===== config.mk =====
export PLATFORM = sky130hd
export DESIGN_NAME = schedule_table_expiry_engine
export DESIGN_NICKNAME = d
export VERILOG_FILES = /design/src/rtl/stee_pkg.sv /design/src/rtl/stee_modred.sv /design/src/rtl/schedule_table_expiry_engine.sv
export SDC_FILE = /design/constraint.sdc
export NUM_CORES = 2
export LEC_CHECK = 0
export BUFFER_PORTS_ARGS = -buffer_cell sky130_fd_sc_hd__buf_4
export CORE_MARGIN = 2
export CORE_UTILIZATION = 55
export DETAILED_ROUTE_END_ITERATION = 6
export PLACE_DENSITY = 0.76
export SYNTH_ARGS = -nofsm -noshare
export SYNTH_HDL_FRONTEND = slang
export SYNTH_SLANG_ARGS = --single-unit

===== constraint.sdc =====
create_clock -name clk -period 9.4 [get_ports clk]
set_input_delay 0.47 -clock clk [delete_from_list [all_inputs] [get_ports clk]]
set_output_delay 0.47 -clock clk [all_outputs]
set_load 0.01 [all_outputs]

===== src/rtl/stee_pkg.sv =====
// Shared types and codes for the schedule table expiry engine.
// No dependencies; used by all modules in rtl/.
package stee_pkg;

    typedef enum logic [2:0] {
        MODE_TICK       = 3'd0,
        MODE_START_REL  = 3'd1,
        MODE_START_ABS  = 3'd2,
        MODE_STOP       = 3'd3,
        MODE_NEXT       = 3'd4,
        MODE_STATUS     = 3'd5,
        MODE_LOAD_POINT = 3'd6,
        MODE_LOAD_TABLE = 3'd7
    } mode_t;

    typedef enum logic [1:0] {
        ST_STOPPED = 2'd0,
        ST_NEXT    = 2'd1,
        ST_RUNNING = 2'd2
    } run_state_t;

    typedef enum logic [2:0] {
        STAT_OK        = 3'd0,
        STAT_BAD_ID    = 3'd1,
        STAT_BAD_VALUE = 3'd2,
        STAT_BAD_STATE = 3'd3,
        STAT_NO_FUNC   = 3'd4
    } status_t;

    typedef enum logic [1:0] {
        KIND_CMD       = 2'd0,
        KIND_POINT     = 2'd1,
        KIND_TICK_DONE = 2'd2
    } kind_t;

    localparam logic CFG_COUNTER_MAX = 1'b0;
    localparam logic CFG_EXT_CHECKS  = 1'b1;

    localparam int SUM_W = 18;   // widest counter sum: three 16-bit terms
    localparam int CNT_W = 16;

endpackage


===== src/rtl/stee_modred.sv =====
// Bit-serial modulo reducer: result = value mod modulus, one bit per cycle.
// Depends on stee_pkg.
module stee_modred
    import stee_pkg::*;
(
    input  logic               clk,
    input  logic               rst_n,
    input  logic               start,
    input  logic [SUM_W-1:0]   value,
    input  logic [CNT_W:0]     modulus,
    output logic               done,
    output logic [CNT_W-1:0]   result
);

    localparam int CW = $clog2(SUM_W + 1);

    logic               busy_reg;
    logic               done_reg;
    logic [CW-1:0]      cnt_reg;
    logic [SUM_W-1:0]   sh_reg;
    logic [CNT_W-1:0]   rem_reg;
    logic [CNT_W:0]     trial;
    logic [CNT_W:0]     diff;
    logic [CNT_W-1:0]   rem_next;

    assign trial    = {rem_reg, sh_reg[SUM_W-1]};
    assign diff     = trial - modulus;
    // remainder stays below modulus <= 2^CNT_W
    assign rem_next = (trial >= modulus) ? diff[CNT_W-1:0] : trial[CNT_W-1:0];

    always_ff @(posedge clk or negedge rst_n)
    begin
        if (!rst_n)
        begin
            busy_reg <= 1'b0;
            done_reg <= 1'b0;
            cnt_reg  <= '0;
        end
        else
        begin
            done_reg <= 1'b0;
            if (start)
            begin
                busy_reg <= 1'b1;
                cnt_reg  <= CW'(SUM_W);
            end
            else if (busy_reg)
            begin
                cnt_reg <= cnt_reg - 1'b1;
                if (cnt_reg == CW'(1))
                begin
                    busy_reg <= 1'b0;
                    done_reg <= 1'b1;
                end
            end
        end
    end

    always_ff @(posedge clk)
    begin
        if (start)
        begin
            sh_reg  <= value;
            rem_reg <= '0;
        end
        else if (busy_reg)
        begin
            sh_reg  <= {sh_reg[SUM_W-2:0], 1'b0};
            rem_reg <= rem_next;
        end
    end

    assign done   = done_reg;
    assign result = rem_reg;

endmodule


===== src/rtl/schedule_table_expiry_engine.sv =====
// Top level of the schedule table expiry engine.
// Depends on stee_pkg and stee_modred.
//
// Usage:
//  - Command channel: an item is taken on a clock edge with start high and
//    busy low. mode selects tick, start (relative/absolute), stop, chain,
//    status, load_point or load_table.
//  - Results leave on result_valid, one per cycle, with no backpressure.
//    A command gives one result; a tick gives one point result per firing
//    table in ascending id order, then a tick-done result with last set.
//  - Config channel: cfg_valid/cfg_ready/cfg_index/cfg_data, always ready;
//    write only while busy is low.
// Sequencing:
//  - Commands: a read of the table's first offset, then execute; a start
//    also runs the bit-serial modulo reduction of the expiry sum.
//  - Tick: a scan of the NUM_TABLES tables; each firing table takes three
//    offset memory reads and, unless it stops, the bit-serial modulo.
//  - Point offsets live in one synchronous RAM; per-table state is in flops.
// Reset: all tables stopped, one point each, links clear; offsets undefined
// until loaded. counter_max = 65535, extended checks on.
module schedule_table_expiry_engine
    import stee_pkg::*;
#(
    parameter int NUM_TABLES = 8,
    parameter int MAX_POINTS = 16,
    parameter int TICK_BITS  = 16
)
(
    input  logic        clk,
    input  logic        rst_n,
    input  logic        start,
    output logic        busy,
    input  logic [2:0]  mode,
    input  logic [3:0]  table_id,
    input  logic [3:0]  other_table,
    input  logic [15:0] value,
    input  logic [3:0]  point_index,
    input  logic [4:0]  point_count,
    input  logic        repeat_flag,
    input  logic        cfg_valid,
    output logic        cfg_ready,
    input  logic        cfg_index,
    input  logic [15:0] cfg_data,
    output logic        result_valid,
    output logic [1:0]  kind,
    output logic [2:0]  status,
    output logic [3:0]  result_table,
    output logic [3:0]  result_point,
    output logic [1:0]  table_state,
    output logic        last
);

    localparam int DEPTH = NUM_TABLES * MAX_POINTS;
    localparam int AW    = (DEPTH > 1) ? $clog2(DEPTH) : 1;
    localparam int TW    = (NUM_TABLES > 1) ? $clog2(NUM_TABLES) : 1;
    localparam int UW    = $clog2(NUM_TABLES + 1);
    localparam logic [15:0] TMASK =
        (TICK_BITS >= 16) ? 16'hFFFF : 16'((64'd1 << TICK_BITS) - 64'd1);

    typedef enum logic [3:0] {
        S_IDLE, S_CMD_RD, S_CMD_EXEC, S_SCAN, S_RD_A, S_RD_B, S_RD_C,
        S_MOD_WAIT, S_EMIT
    } fsm_t;

    fsm_t               state_reg;
    logic [2:0]         mode_reg;
    logic [3:0]         tid_reg;
    logic [3:0]         oth_reg;
    logic [15:0]        val_reg;
    logic [3:0]         pidx_reg;
    logic [4:0]         pcnt_reg;
    logic               rep_reg;
    logic [15:0]        now_reg;
    logic [15:0]        cmax_reg;
    logic               ext_reg;
    logic [UW-1:0]      u_reg;
    logic [4:0]         i_reg;
    logic [4:0]         n_reg;
    logic [15:0]        offa_reg;
    logic [TW-1:0]      target_reg;
    logic               fire_reg;
    logic               tick_reg;
    logic               mod_start_reg;
    logic [SUM_W-1:0]   mod_val_reg;

    // per-table state
    logic [1:0]         run_reg  [NUM_TABLES];
    logic [4:0]         cp_reg   [NUM_TABLES];
    logic [4:0]         pc_reg   [NUM_TABLES];
    logic [15:0]        dur_reg  [NUM_TABLES];
    logic               rpt_reg  [NUM_TABLES];
    logic [15:0]        exp_reg  [NUM_TABLES];
    logic [TW-1:0]      link_reg [NUM_TABLES];
    logic               nv_reg   [NUM_TABLES];

    // point offset RAM
    logic [15:0]        mem [DEPTH];
    logic [15:0]        rd_data_reg;
    logic [AW-1:0]      rd_addr;
    logic               wr_en;
    logic [AW-1:0]      wr_addr;

    // result registers
    logic               rv_reg;
    logic [1:0]         kind_reg;
    logic [2:0]         status_reg;
    logic [3:0]         rtab_reg;
    logic [3:0]         rpt_out_reg;
    logic [1:0]         ts_reg;
    logic               last_reg;

    logic               mod_done;
    logic [15:0]        mod_res;

    logic [TW-1:0]      tix;
    logic [TW-1:0]      oix;
    logic [TW-1:0]      uix;
    logic               chain_ok;
    logic [TW-1:0]      chain_src;
    logic [16:0]        modulus;
    logic [15:0]        delta;
    logic [15:0]        fin;
    logic [4:0]         i_inc;
    logic               id_bad;

    function automatic logic [AW-1:0] addr_of(input logic [TW-1:0] t,
                                              input logic [3:0] i);
        addr_of = AW'(32'(t) * MAX_POINTS + 32'(i));
    endfunction

    assign tix       = tid_reg[TW-1:0];
    assign oix       = oth_reg[TW-1:0];
    assign uix       = u_reg[TW-1:0];
    assign modulus   = {1'b0, cmax_reg} + 17'd1;
    assign i_inc     = i_reg + 5'd1;
    assign delta     = (rd_data_reg - offa_reg) & TMASK;
    assign fin       = (dur_reg[uix] - offa_reg) & TMASK;
    assign chain_ok  = nv_reg[uix] && (run_reg[link_reg[uix]] == ST_NEXT);
    assign chain_src = chain_ok ? link_reg[uix] : uix;
    assign id_bad    = ({1'b0, tid_reg} >= 5'(NUM_TABLES)) ||
                       ((mode_reg == MODE_NEXT) &&
                        ({1'b0, oth_reg} >= 5'(NUM_TABLES)));

    always_comb
    begin
        unique case (state_reg)
            S_CMD_RD: rd_addr = addr_of(tix, 4'd0);
            S_SCAN:   rd_addr = addr_of(uix, cp_reg[uix][3:0]);
            S_RD_A:   rd_addr = addr_of(uix, i_inc[3:0]);
            S_RD_B:   rd_addr = addr_of(chain_src, 4'd0);
            default:  rd_addr = '0;
        endcase
    end

    assign wr_en = (state_reg == S_CMD_EXEC) && !id_bad &&
                   (mode_reg == MODE_LOAD_POINT) &&
                   ({1'b0, pidx_reg} < 5'(MAX_POINTS)) &&
                   (run_reg[tix] == ST_STOPPED);
    assign wr_addr = addr_of(tix, pidx_reg);

    always_ff @(posedge clk)
    begin
        if (wr_en)
        begin
            mem[wr_addr] <= val_reg & TMASK;
        end
        rd_data_reg <= mem[rd_addr];
    end

    stee_modred u_modred (
        .clk     (clk),
        .rst_n   (rst_n),
        .start   (mod_start_reg),
        .value   (mod_val_reg),
        .modulus (modulus),
        .done    (mod_done),
        .result  (mod_res)
    );

    always_ff @(posedge clk or negedge rst_n)
    begin
        if (!rst_n)
        begin
            state_reg     <= S_IDLE;
            cmax_reg      <= 16'hFFFF;
            ext_reg       <= 1'b1;
            now_reg       <= '0;
            u_reg         <= '0;
            mod_start_reg <= 1'b0;
            rv_reg        <= 1'b0;
            for (int k = 0; k < NUM_TABLES; k++)
            begin
                run_reg[k] <= ST_STOPPED;
                cp_reg[k]  <= '0;
                pc_reg[k]  <= 5'd1;
                dur_reg[k] <= '0;
                rpt_reg[k] <= 1'b0;
                exp_reg[k] <= '0;
                link_reg[k] <= '0;
                nv_reg[k]  <= 1'b0;
            end
        end
        else
        begin
            rv_reg        <= 1'b0;
            mod_start_reg <= 1'b0;

            if (cfg_valid)
            begin
                unique case (cfg_index)
                    CFG_COUNTER_MAX: cmax_reg <= cfg_data;
                    CFG_EXT_CHECKS:  ext_reg  <= cfg_data[0];
                    default:         ;
                endcase
            end

            unique case (state_reg)
                S_IDLE:
                begin
                    if (start)
                    begin
                        mode_reg <= mode;
                        tid_reg  <= table_id;
                        oth_reg  <= other_table;
                        val_reg  <= value;
                        pidx_reg <= point_index;
                        pcnt_reg <= point_count;
                        rep_reg  <= repeat_flag;
                        if (mode == MODE_TICK)
                        begin
                            now_reg   <= value & TMASK;
                            u_reg     <= '0;
                            state_reg <= S_SCAN;
                        end
                        else
                        begin
                            state_reg <= S_CMD_RD;
                        end
                    end
                end

                S_CMD_RD:
                begin
                    state_reg <= S_CMD_EXEC;
                end

                S_CMD_EXEC:
                begin
                    // default: single command result, back to idle
                    rv_reg      <= 1'b1;
                    kind_reg    <= KIND_CMD;
                    rtab_reg    <= tid_reg;
                    rpt_out_reg <= '0;
                    last_reg    <= 1'b1;
                    status_reg  <= STAT_OK;
                    ts_reg      <= run_reg[tix];
                    state_reg   <= S_IDLE;
                    tick_reg    <= 1'b0;
                    if (id_bad)
                    begin
                        status_reg <= STAT_BAD_ID;
                        ts_reg     <= ST_STOPPED;
                    end
                    else
                    begin
                        unique case (mode_t'(mode_reg))
                            MODE_START_REL:
                            begin
                                if (ext_reg && ((val_reg == 16'd0) ||
                                    ({1'b0, val_reg} + {1'b0, rd_data_reg} >
                                     {1'b0, cmax_reg})))
                                    status_reg <= STAT_BAD_VALUE;
                                else if (run_reg[tix] != ST_STOPPED)
                                    status_reg <= STAT_BAD_STATE;
                                else
                                begin
                                    rv_reg        <= 1'b0;
                                    run_reg[tix]  <= ST_RUNNING;
                                    cp_reg[tix]   <= '0;
                                    target_reg    <= tix;
                                    mod_start_reg <= 1'b1;
                                    mod_val_reg   <= SUM_W'(now_reg) + SUM_W'(val_reg)
                                                     + SUM_W'(rd_data_reg);
                                    state_reg     <= S_MOD_WAIT;
                                end
                            end
                            MODE_START_ABS:
                            begin
                                if (val_reg > cmax_reg)
                                    status_reg <= STAT_BAD_VALUE;
                                else if (run_reg[tix] != ST_STOPPED)
                                    status_reg <= STAT_BAD_STATE;
                                else
                                begin
                                    rv_reg        <= 1'b0;
                                    run_reg[tix]  <= ST_RUNNING;
                                    cp_reg[tix]   <= '0;
                                    target_reg    <= tix;
                                    mod_start_reg <= 1'b1;
                                    mod_val_reg   <= SUM_W'(val_reg) + SUM_W'(rd_data_reg);
                                    state_reg     <= S_MOD_WAIT;
                                end
                            end
                            MODE_STOP:
                            begin
                                if (run_reg[tix] == ST_STOPPED)
                                    status_reg <= STAT_NO_FUNC;
                                else
                                begin
                                    // drop links aimed at this table
                                    for (int k = 0; k < NUM_TABLES; k++)
                                    begin
                                        if (nv_reg[k] && (link_reg[k] == tix))
                                            nv_reg[k] <= 1'b0;
                                    end
                                    if (nv_reg[tix] && (run_reg[link_reg[tix]] == ST_NEXT))
                                        run_reg[link_reg[tix]] <= ST_STOPPED;
                                    nv_reg[tix]  <= 1'b0;
                                    run_reg[tix] <= ST_STOPPED;
                                    ts_reg       <= ST_STOPPED;
                                end
                            end
                            MODE_NEXT:
                            begin
                                if (run_reg[tix] != ST_RUNNING)
                                    status_reg <= STAT_NO_FUNC;
                                else if (run_reg[oix] != ST_STOPPED)
                                    status_reg <= STAT_BAD_STATE;
                                else
                                begin
                                    if (nv_reg[tix] && (run_reg[link_reg[tix]] == ST_NEXT))
                                        run_reg[link_reg[tix]] <= ST_STOPPED;
                                    link_reg[tix] <= oix;
                                    nv_reg[tix]   <= 1'b1;
                                    run_reg[oix]  <= ST_NEXT;
                                    cp_reg[oix]   <= '0;
                                end
                            end
                            MODE_LOAD_POINT:
                            begin
                                if ({1'b0, pidx_reg} >= 5'(MAX_POINTS))
                                    status_reg <= STAT_BAD_VALUE;
                                else if (run_reg[tix] != ST_STOPPED)
                                    status_reg <= STAT_BAD_STATE;
                            end
                            MODE_LOAD_TABLE:
                            begin
                                if ((pcnt_reg == 5'd0) || (pcnt_reg > 5'(MAX_POINTS)))
                                    status_reg <= STAT_BAD_VALUE;
                                else if (run_reg[tix] != ST_STOPPED)
                                    status_reg <= STAT_BAD_STATE;
                                else
                                begin
                                    pc_reg[tix]  <= pcnt_reg;
                                    dur_reg[tix] <= val_reg & TMASK;
                                    rpt_reg[tix] <= rep_reg;
                                end
                            end
                            default: ;  // status: report only
                        endcase
                    end
                end

                S_SCAN:
                begin
                    if (u_reg == UW'(NUM_TABLES))
                    begin
                        rv_reg      <= 1'b1;
                        kind_reg    <= KIND_TICK_DONE;
                        status_reg  <= STAT_OK;
                        rtab_reg    <= '0;
                        rpt_out_reg <= '0;
                        ts_reg      <= ST_STOPPED;
                        last_reg    <= 1'b1;
                        state_reg   <= S_IDLE;
                    end
                    else if ((run_reg[uix] == ST_RUNNING) && (exp_reg[uix] == now_reg))
                    begin
                        i_reg     <= cp_reg[uix];
                        n_reg     <= pc_reg[uix];
                        fire_reg  <= cp_reg[uix] < pc_reg[uix];
                        tick_reg  <= 1'b1;
                        state_reg <= S_RD_A;
                    end
                    else
                    begin
                        u_reg <= u_reg + 1'b1;
                    end
                end

                S_RD_A:
                begin
                    offa_reg  <= rd_data_reg;   // offset of current point
                    state_reg <= S_RD_B;
                end

                S_RD_B:
                begin
                    target_reg <= uix;
                    if (i_inc < n_reg)
                    begin
                        cp_reg[uix]   <= i_inc;
                        mod_start_reg <= 1'b1;
                        mod_val_reg   <= SUM_W'(now_reg) + SUM_W'(delta);
                        state_reg     <= S_MOD_WAIT;
                    end
                    else if ((i_inc == n_reg) && (fin != 16'd0))
                    begin
                        // final delay before the end-of-table step
                        cp_reg[uix]   <= i_inc;
                        mod_start_reg <= 1'b1;
                        mod_val_reg   <= SUM_W'(now_reg) + SUM_W'(fin);
                        state_reg     <= S_MOD_WAIT;
                    end
                    else
                    begin
                        state_reg <= S_RD_C;
                    end
                end

                S_RD_C:
                begin
                    // end of table: chain, repeat or stop
                    nv_reg[uix] <= 1'b0;
                    cp_reg[uix] <= '0;
                    state_reg   <= S_EMIT;
                    if (chain_ok)
                    begin
                        run_reg[link_reg[uix]] <= ST_RUNNING;
                        cp_reg[link_reg[uix]]  <= '0;
                        run_reg[uix]           <= ST_STOPPED;
                        target_reg             <= link_reg[uix];
                        mod_start_reg          <= 1'b1;
                        mod_val_reg            <= SUM_W'(now_reg) + SUM_W'(rd_data_reg);
                        state_reg              <= S_MOD_WAIT;
                    end
                    else if (rpt_reg[uix])
                    begin
                        mod_start_reg <= 1'b1;
                        mod_val_reg   <= SUM_W'(now_reg) + SUM_W'(rd_data_reg);
                        state_reg     <= S_MOD_WAIT;
                    end
                    else
                    begin
                        run_reg[uix] <= ST_STOPPED;
                    end
                end

                S_MOD_WAIT:
                begin
                    if (mod_done)
                    begin
                        exp_reg[target_reg] <= mod_res;
                        if (tick_reg)
                        begin
                            state_reg <= S_EMIT;
                        end
                        else
                        begin
                            rv_reg      <= 1'b1;
                            kind_reg    <= KIND_CMD;
                            status_reg  <= STAT_OK;
                            rtab_reg    <= tid_reg;
                            rpt_out_reg <= '0;
                            ts_reg      <= run_reg[tix];
                            last_reg    <= 1'b1;
                            state_reg   <= S_IDLE;
                        end
                    end
                end

                S_EMIT:
                begin
                    if (fire_reg)
                    begin
                        rv_reg      <= 1'b1;
                        kind_reg    <= KIND_POINT;
                        status_reg  <= STAT_OK;
                        rtab_reg    <= 4'(u_reg);
                        rpt_out_reg <= i_reg[3:0];
                        ts_reg      <= run_reg[uix];
                        last_reg    <= 1'b0;
                    end
                    u_reg     <= u_reg + 1'b1;
                    state_reg <= S_SCAN;
                end

                default:
                begin
                    state_reg <= S_IDLE;
                end
            endcase
        end
    end

    assign busy         = (state_reg != S_IDLE);
    assign cfg_ready    = 1'b1;
    assign result_valid = rv_reg;
    assign kind         = kind_reg;
    assign status       = status_reg;
    assign result_table = rtab_reg;
    assign result_point = rpt_out_reg;
    assign table_state  = ts_reg;
    assign last         = last_reg;

    // an item's final result coincides with the return to idle
    a_last_idle: assert property (@(posedge clk) disable iff (!rst_n)
        result_valid && last |-> !busy)
        else $error("final result while still busy");

    a_start_busy: assert property (@(posedge clk) disable iff (!rst_n)
        start && !busy |=> busy)
        else $error("accepted item did not raise busy");

    a_tick_done_last: assert property (@(posedge clk) disable iff (!rst_n)
        result_valid && (kind == KIND_TICK_DONE) |-> last)
        else $error("tick done without last");

    a_mid_is_point: assert property (@(posedge clk) disable iff (!rst_n)
        result_valid && !last |-> (kind == KIND_POINT))
        else $error("non-final result is not a point action");

endmodule


==> results.txt <==
----------------------------------------------------
[Status]
  Run status ... finished, final reports clean

[Global routing]
  Final global-route overflow total ... 0
  Wire length of the first global-routing pass ... 516,200 µm
  Global Route Usage Sum ... 0.3214
  Pin count of the biggest net entering global routing ... between 150 and 200
  Antenna violations before repair ... 12
  Via count of the first global-routing pass ... between 70,000 and 80,000

[Logic synthesis]
  Number of warnings issued by yosys ... 0
  Mean cell area of the mapped netlist ... 12.02 µm²
  Post-synthesis sequential element count ... about 2,600
  Number of nets produced by synthesis ... 9,868
  Yosys top cell by area ... sky130_fd_sc_hd__edfxtp_1
  Predominant post-synthesis flop cell ... sky130_fd_sc_hd__edfxtp_1
  Sequential cell area fraction in the yosys report ... 0.6626
  Post-synth ARST share ... 0.1673
  Most area-consuming cells after synthesis ... sky130_fd_sc_hd__edfxtp_1 (56%), sky130_fd_sc_hd__dfrtp_1 (9.0%), sky130_fd_sc_hd__nand2_1 (7.4%), sky130_fd_sc_hd__nand3_1 (5.1%), sky130_fd_sc_hd__mux2_2 (3.7%)
  Total standard cell area after synthesis ... ~120,000 µm²
  Synthesized instance count ... 9,647
  Number of unique standard cell types used by synthesis ... 104
  Count of flip-flops with a built-in enable after synthesis ... 2,168
  Top cell type's share of synthesized area ... 0.5614

[STA]
  Setup repair after global routing missed its margin ... false
  Peak Freq ... approximately 140 MHz
  Portion of the clock cycle consumed by the worst path in the final layout ... 0.7611
  PnR worst setup slack ... 2.246 ns
  Count of pins over their slew limit ... 0
  Number of hold-slack violations in the final timing report ... 0
  Post-route minimum period ... 7.154 ns
  Transition time at the pin with the least slew margin ... 1.388 ns
  Slew HR ... 0.06850
  Final setup viols ... 0
  Clock Skew ... 0.07275 ns
  Final TNS setup ... 0 ns

[Clock network]
  CTS sink count ... 2,642
  CTS tree ... built
  Total clock buffers created by CTS ... 285
  Total number of H-tree levels ... 5
  Maximum count of clock buffers along a single path ... 4
  Clock latency of the later-clocked register in the worst-skew pair ... 0.97 ns
  Buffer cell driving the clock tree root ... sky130_fd_sc_hd__clkbuf_16
  Clock-pin slew reported for the worst setup and hold paths after clock tree synthesis ... approximately 0.060 ns

[Drt]
  Detailed-router iteration count before antenna repair ... 7
  Remaining antenna violation count ... 0
  Initial DRC count ... roughly 12,000
  Routed length per placed instance ... 27.60 µm
  Detailed-route vias per instance ... 6.448
  Aggregate routed wire length ... 352,300 µm
  Via count ... 82,310
  Number of remaining DRC errors ... 0

[Critical path]
  Worst path bufs/invs ... 1
  Data arrival time at the worst-slack endpoint ... 7.94 ns
  Worst endpoint required time ... around 10 ns
  Critical path cell sequence ... buf_4, fa_1, a21o_1, a21o_1, a2111oi_0, nor2_1, o21ai_0, nand2b_1, a21oi_1, xnor2_1, ha_1, a21o_1, a21o_1, a21oi_1, nor2_1, a2111oi_0, a21oi_1, o31ai_2, or3_1, nand3_1, o32a_1
  Critical path class ... flop to flop
  Cell family with the largest share of critical-path delay ... compound AO/OA/AOI/OAI gates
  Type of origin of the critical path ... flop
  Worst Setup End Kind ... flop
  Critical path's largest stage delay ... 0.78 ns
  Most Frequent Cell on Critical Path ... sky130_fd_sc_hd__a21o_1
  Max Fanout on Critical Path ... 46
  Critical path's slowest cell ... sky130_fd_sc_hd__o31ai_2

[Die]
  Die Ht ... 463.2 µm
  Total die area ... roughly 210,000 µm²
  Die Width ... 463.2 µm
  # IOs ... 77
  Area of the core ... 209,600 µm²
  Number of rows in the core area ... 168
  Initial standard-cell utilization of the core ... 0.5534

[Place]
  Cell count after placement ... 12,210
  RePlAce Congestion ... just under 1
  Worst slack, placed ... approximately 2.5 ns
  Port buffer count ... 75
  Half-perimeter wire length after detailed placement ... 208,600 µm
  Cell area after placement ... 119,800 µm²

[Pwr]
  Portion of total power attributed to the clock network ... 0.463
  Net switching power ... about 0.0047 W
  Static Leak ... 48.54 nW
  Switching Share ... 0.1986
  Share of total power in combinational logic ... 0.011
  Sequential fraction of design power ... 0.526
  Cell internal power dissipation ... 0.01911 W
  Max VDD drop ... 0.0002244 V
  Power per cell area ... 184.2 nW/µm²

[Final layout]
  Layout cell share with drive strength beyond 1 ... 0.1260
  Leading cell types in the layout, fill and taps excluded ... sky130_fd_sc_hd__nand2_1 (2,294), sky130_fd_sc_hd__edfxtp_1 (2,168), sky130_fd_sc_hd__nand3_1 (1,188)
  Most frequent standard cell in the layout excluding fill and tap cells ... sky130_fd_sc_hd__nand2_1
  Register cell area after layout ... 76,840 µm²
  Number of standard cells in the layout, taps in and fillers out ... 12,770
  Post-route cell area ... ~130,000 µm²
  Area added between synthesis and finish ... 11.65%
  Fillers ... 15,370
  Final core utilization ... 0.6178
  Final net count ... between 9,000 and 10,000
  Multi-input gate area in the final layout ... 36,050 µm²
  Flip-flop count of the largest register after layout ... just over 2,000

[Flow run]
  Number of maximum-capacitance violations ... 0

[Hold path]
  Class of the tightest hold or removal check ... input pin to flop

----------------------------------------------------
==> cells by family (layout without fill, tap and decap cells) <==
| kind of cell | count (synthesis) | after routing | share of synthesized area |
|---|---|---|---|
| other | 1 | 3 | 0.00003234 |
| AOI/OAI and AO/OA | 1218 | 1218 | 0.07186 |
| and+or+nand+nor | 4324 | 4324 | 0.1633 |
| adders and majority gates | 163 | 163 | 0.01901 |
| muxes | 470 | 470 | 0.04626 |
| DFF | 2642 | 2642 | 0.6626 |
| xor gates and xnor gates | 115 | 115 | 0.008685 |
| buffers and inverters | 714 | 1025 | 0.02825 |
==> repair_timing <==
action	in CTS	in global routing
endpoints found under the hold margin	164	0
setup endpoints to repair	0	0
gates resized for setup	0	0
hold buffers	63	0
setup buffers	0	0
==> metal layers <==
metal | global-route usage | vias to the layer above | share of wire
met5 | 0 | - | 0.000088
met4 | 0.1667 | 6 | 0.057
met3 | 0.06630 | 989 | 0.12
met2 | 0.4894 | 5408 | 0.45
met1 | 0.4386 | 40450 | 0.37
li1 | - | 35460 | -
==> per-stage QoR <==
stage | power (W) | hold WS (ns)
global route | 0.02438 | 0.07224
finish | 0.02385 | 0.04041
global placement | 0.01301 | 0.4504
floorplan | 0.01289 | 0.1744
CTS | 0.02392 | 0.0003948
detailed placement | 0.01301 | 0.4702
==> cells in the mapped netlist, types with 94 or more instances <==
| library cell | number |
|---|---|
| sky130_fd_sc_hd__nor3_1 | 94 |
| sky130_fd_sc_hd__edfxtp_1 | 2168 |
| sky130_fd_sc_hd__clkbuf_1 | 228 |
| sky130_fd_sc_hd__and3_1 | 102 |
| sky130_fd_sc_hd__nor2_1 | 383 |
| sky130_fd_sc_hd__dfrtp_1 | 417 |
| sky130_fd_sc_hd__a22oi_1 | 115 |
| sky130_fd_sc_hd__buf_2 | 235 |
| sky130_fd_sc_hd__a21oi_1 | 271 |
| sky130_fd_sc_hd__ha_1 | 141 |
| sky130_fd_sc_hd__mux2_2 | 386 |
| sky130_fd_sc_hd__nand3_1 | 1188 |
| sky130_fd_sc_hd__o21ai_0 | 197 |
| sky130_fd_sc_hd__inv_1 | 103 |
| sky130_fd_sc_hd__nand2_1 | 2298 |
==> power groups by stage <==
stage,Clock (W),Combinational [W],Sequential [W]
2_1_floorplan,0,0.000118,0.0128
3_3_place_gp,0,0.000227,0.0128
3_5_place_dp,0,0.000233,0.0128
4_1_cts,0.0111,0.000257,0.0125
5_1_grt,0.0116,0.000283,0.0125
6_report,0.0111,0.000259,0.0125
==> layout make-up <==
type                       instances  share of cell area
multi-input combinational       6291              0.2784
sequential                      2642              0.5934
clock buffer                     361             0.05912
antenna                            2          0.00003865
clock inverter                   131             0.01059
timing repair buffer             428             0.02822
inverter                         105            0.003044
tap                             2805             0.02711
==> worst reg2reg max path, cell delays in order (launching register included) <==
cell                        delay, ns
sky130_fd_sc_hd__edfxtp_1        0.36
sky130_fd_sc_hd__buf_4           0.30
sky130_fd_sc_hd__fa_1            0.59
sky130_fd_sc_hd__a21o_1          0.18
sky130_fd_sc_hd__a21o_1          0.21
sky130_fd_sc_hd__a2111oi_0       0.71
sky130_fd_sc_hd__nor2_1          0.15
sky130_fd_sc_hd__o21ai_0         0.27
sky130_fd_sc_hd__nand2b_1        0.09
sky130_fd_sc_hd__a21oi_1         0.19
sky130_fd_sc_hd__xnor2_1         0.17
sky130_fd_sc_hd__ha_1            0.29
sky130_fd_sc_hd__a21o_1          0.18
sky130_fd_sc_hd__a21o_1          0.18
sky130_fd_sc_hd__a21oi_1         0.16
sky130_fd_sc_hd__nor2_1          0.07
sky130_fd_sc_hd__a2111oi_0       0.37
sky130_fd_sc_hd__a21oi_1         0.16
sky130_fd_sc_hd__o31ai_2         0.78
sky130_fd_sc_hd__or3_1           0.28
sky130_fd_sc_hd__nand3_1         0.68
sky130_fd_sc_hd__o32a_1          0.60
==> final timing paths <==
kind	to	from	slack, ns	cells past startpoint
setup / recovery	run_reg[15]	val_reg[1]	2.25	21
hold / removal	cmax_reg[7]	cfg_index	0.04	3
setup reg to reg	run_reg[15]	val_reg[1]	2.25	21
hold reg to reg	offa_reg[0]	rd_data_reg[0]	0.48	0
max in group asynchronous	cp_reg[27]	rst_n	6.84	4
min in group asynchronous	u_modred.cnt_reg[0]	rst_n	0.19	2
(Power assumes the default switching activity.)
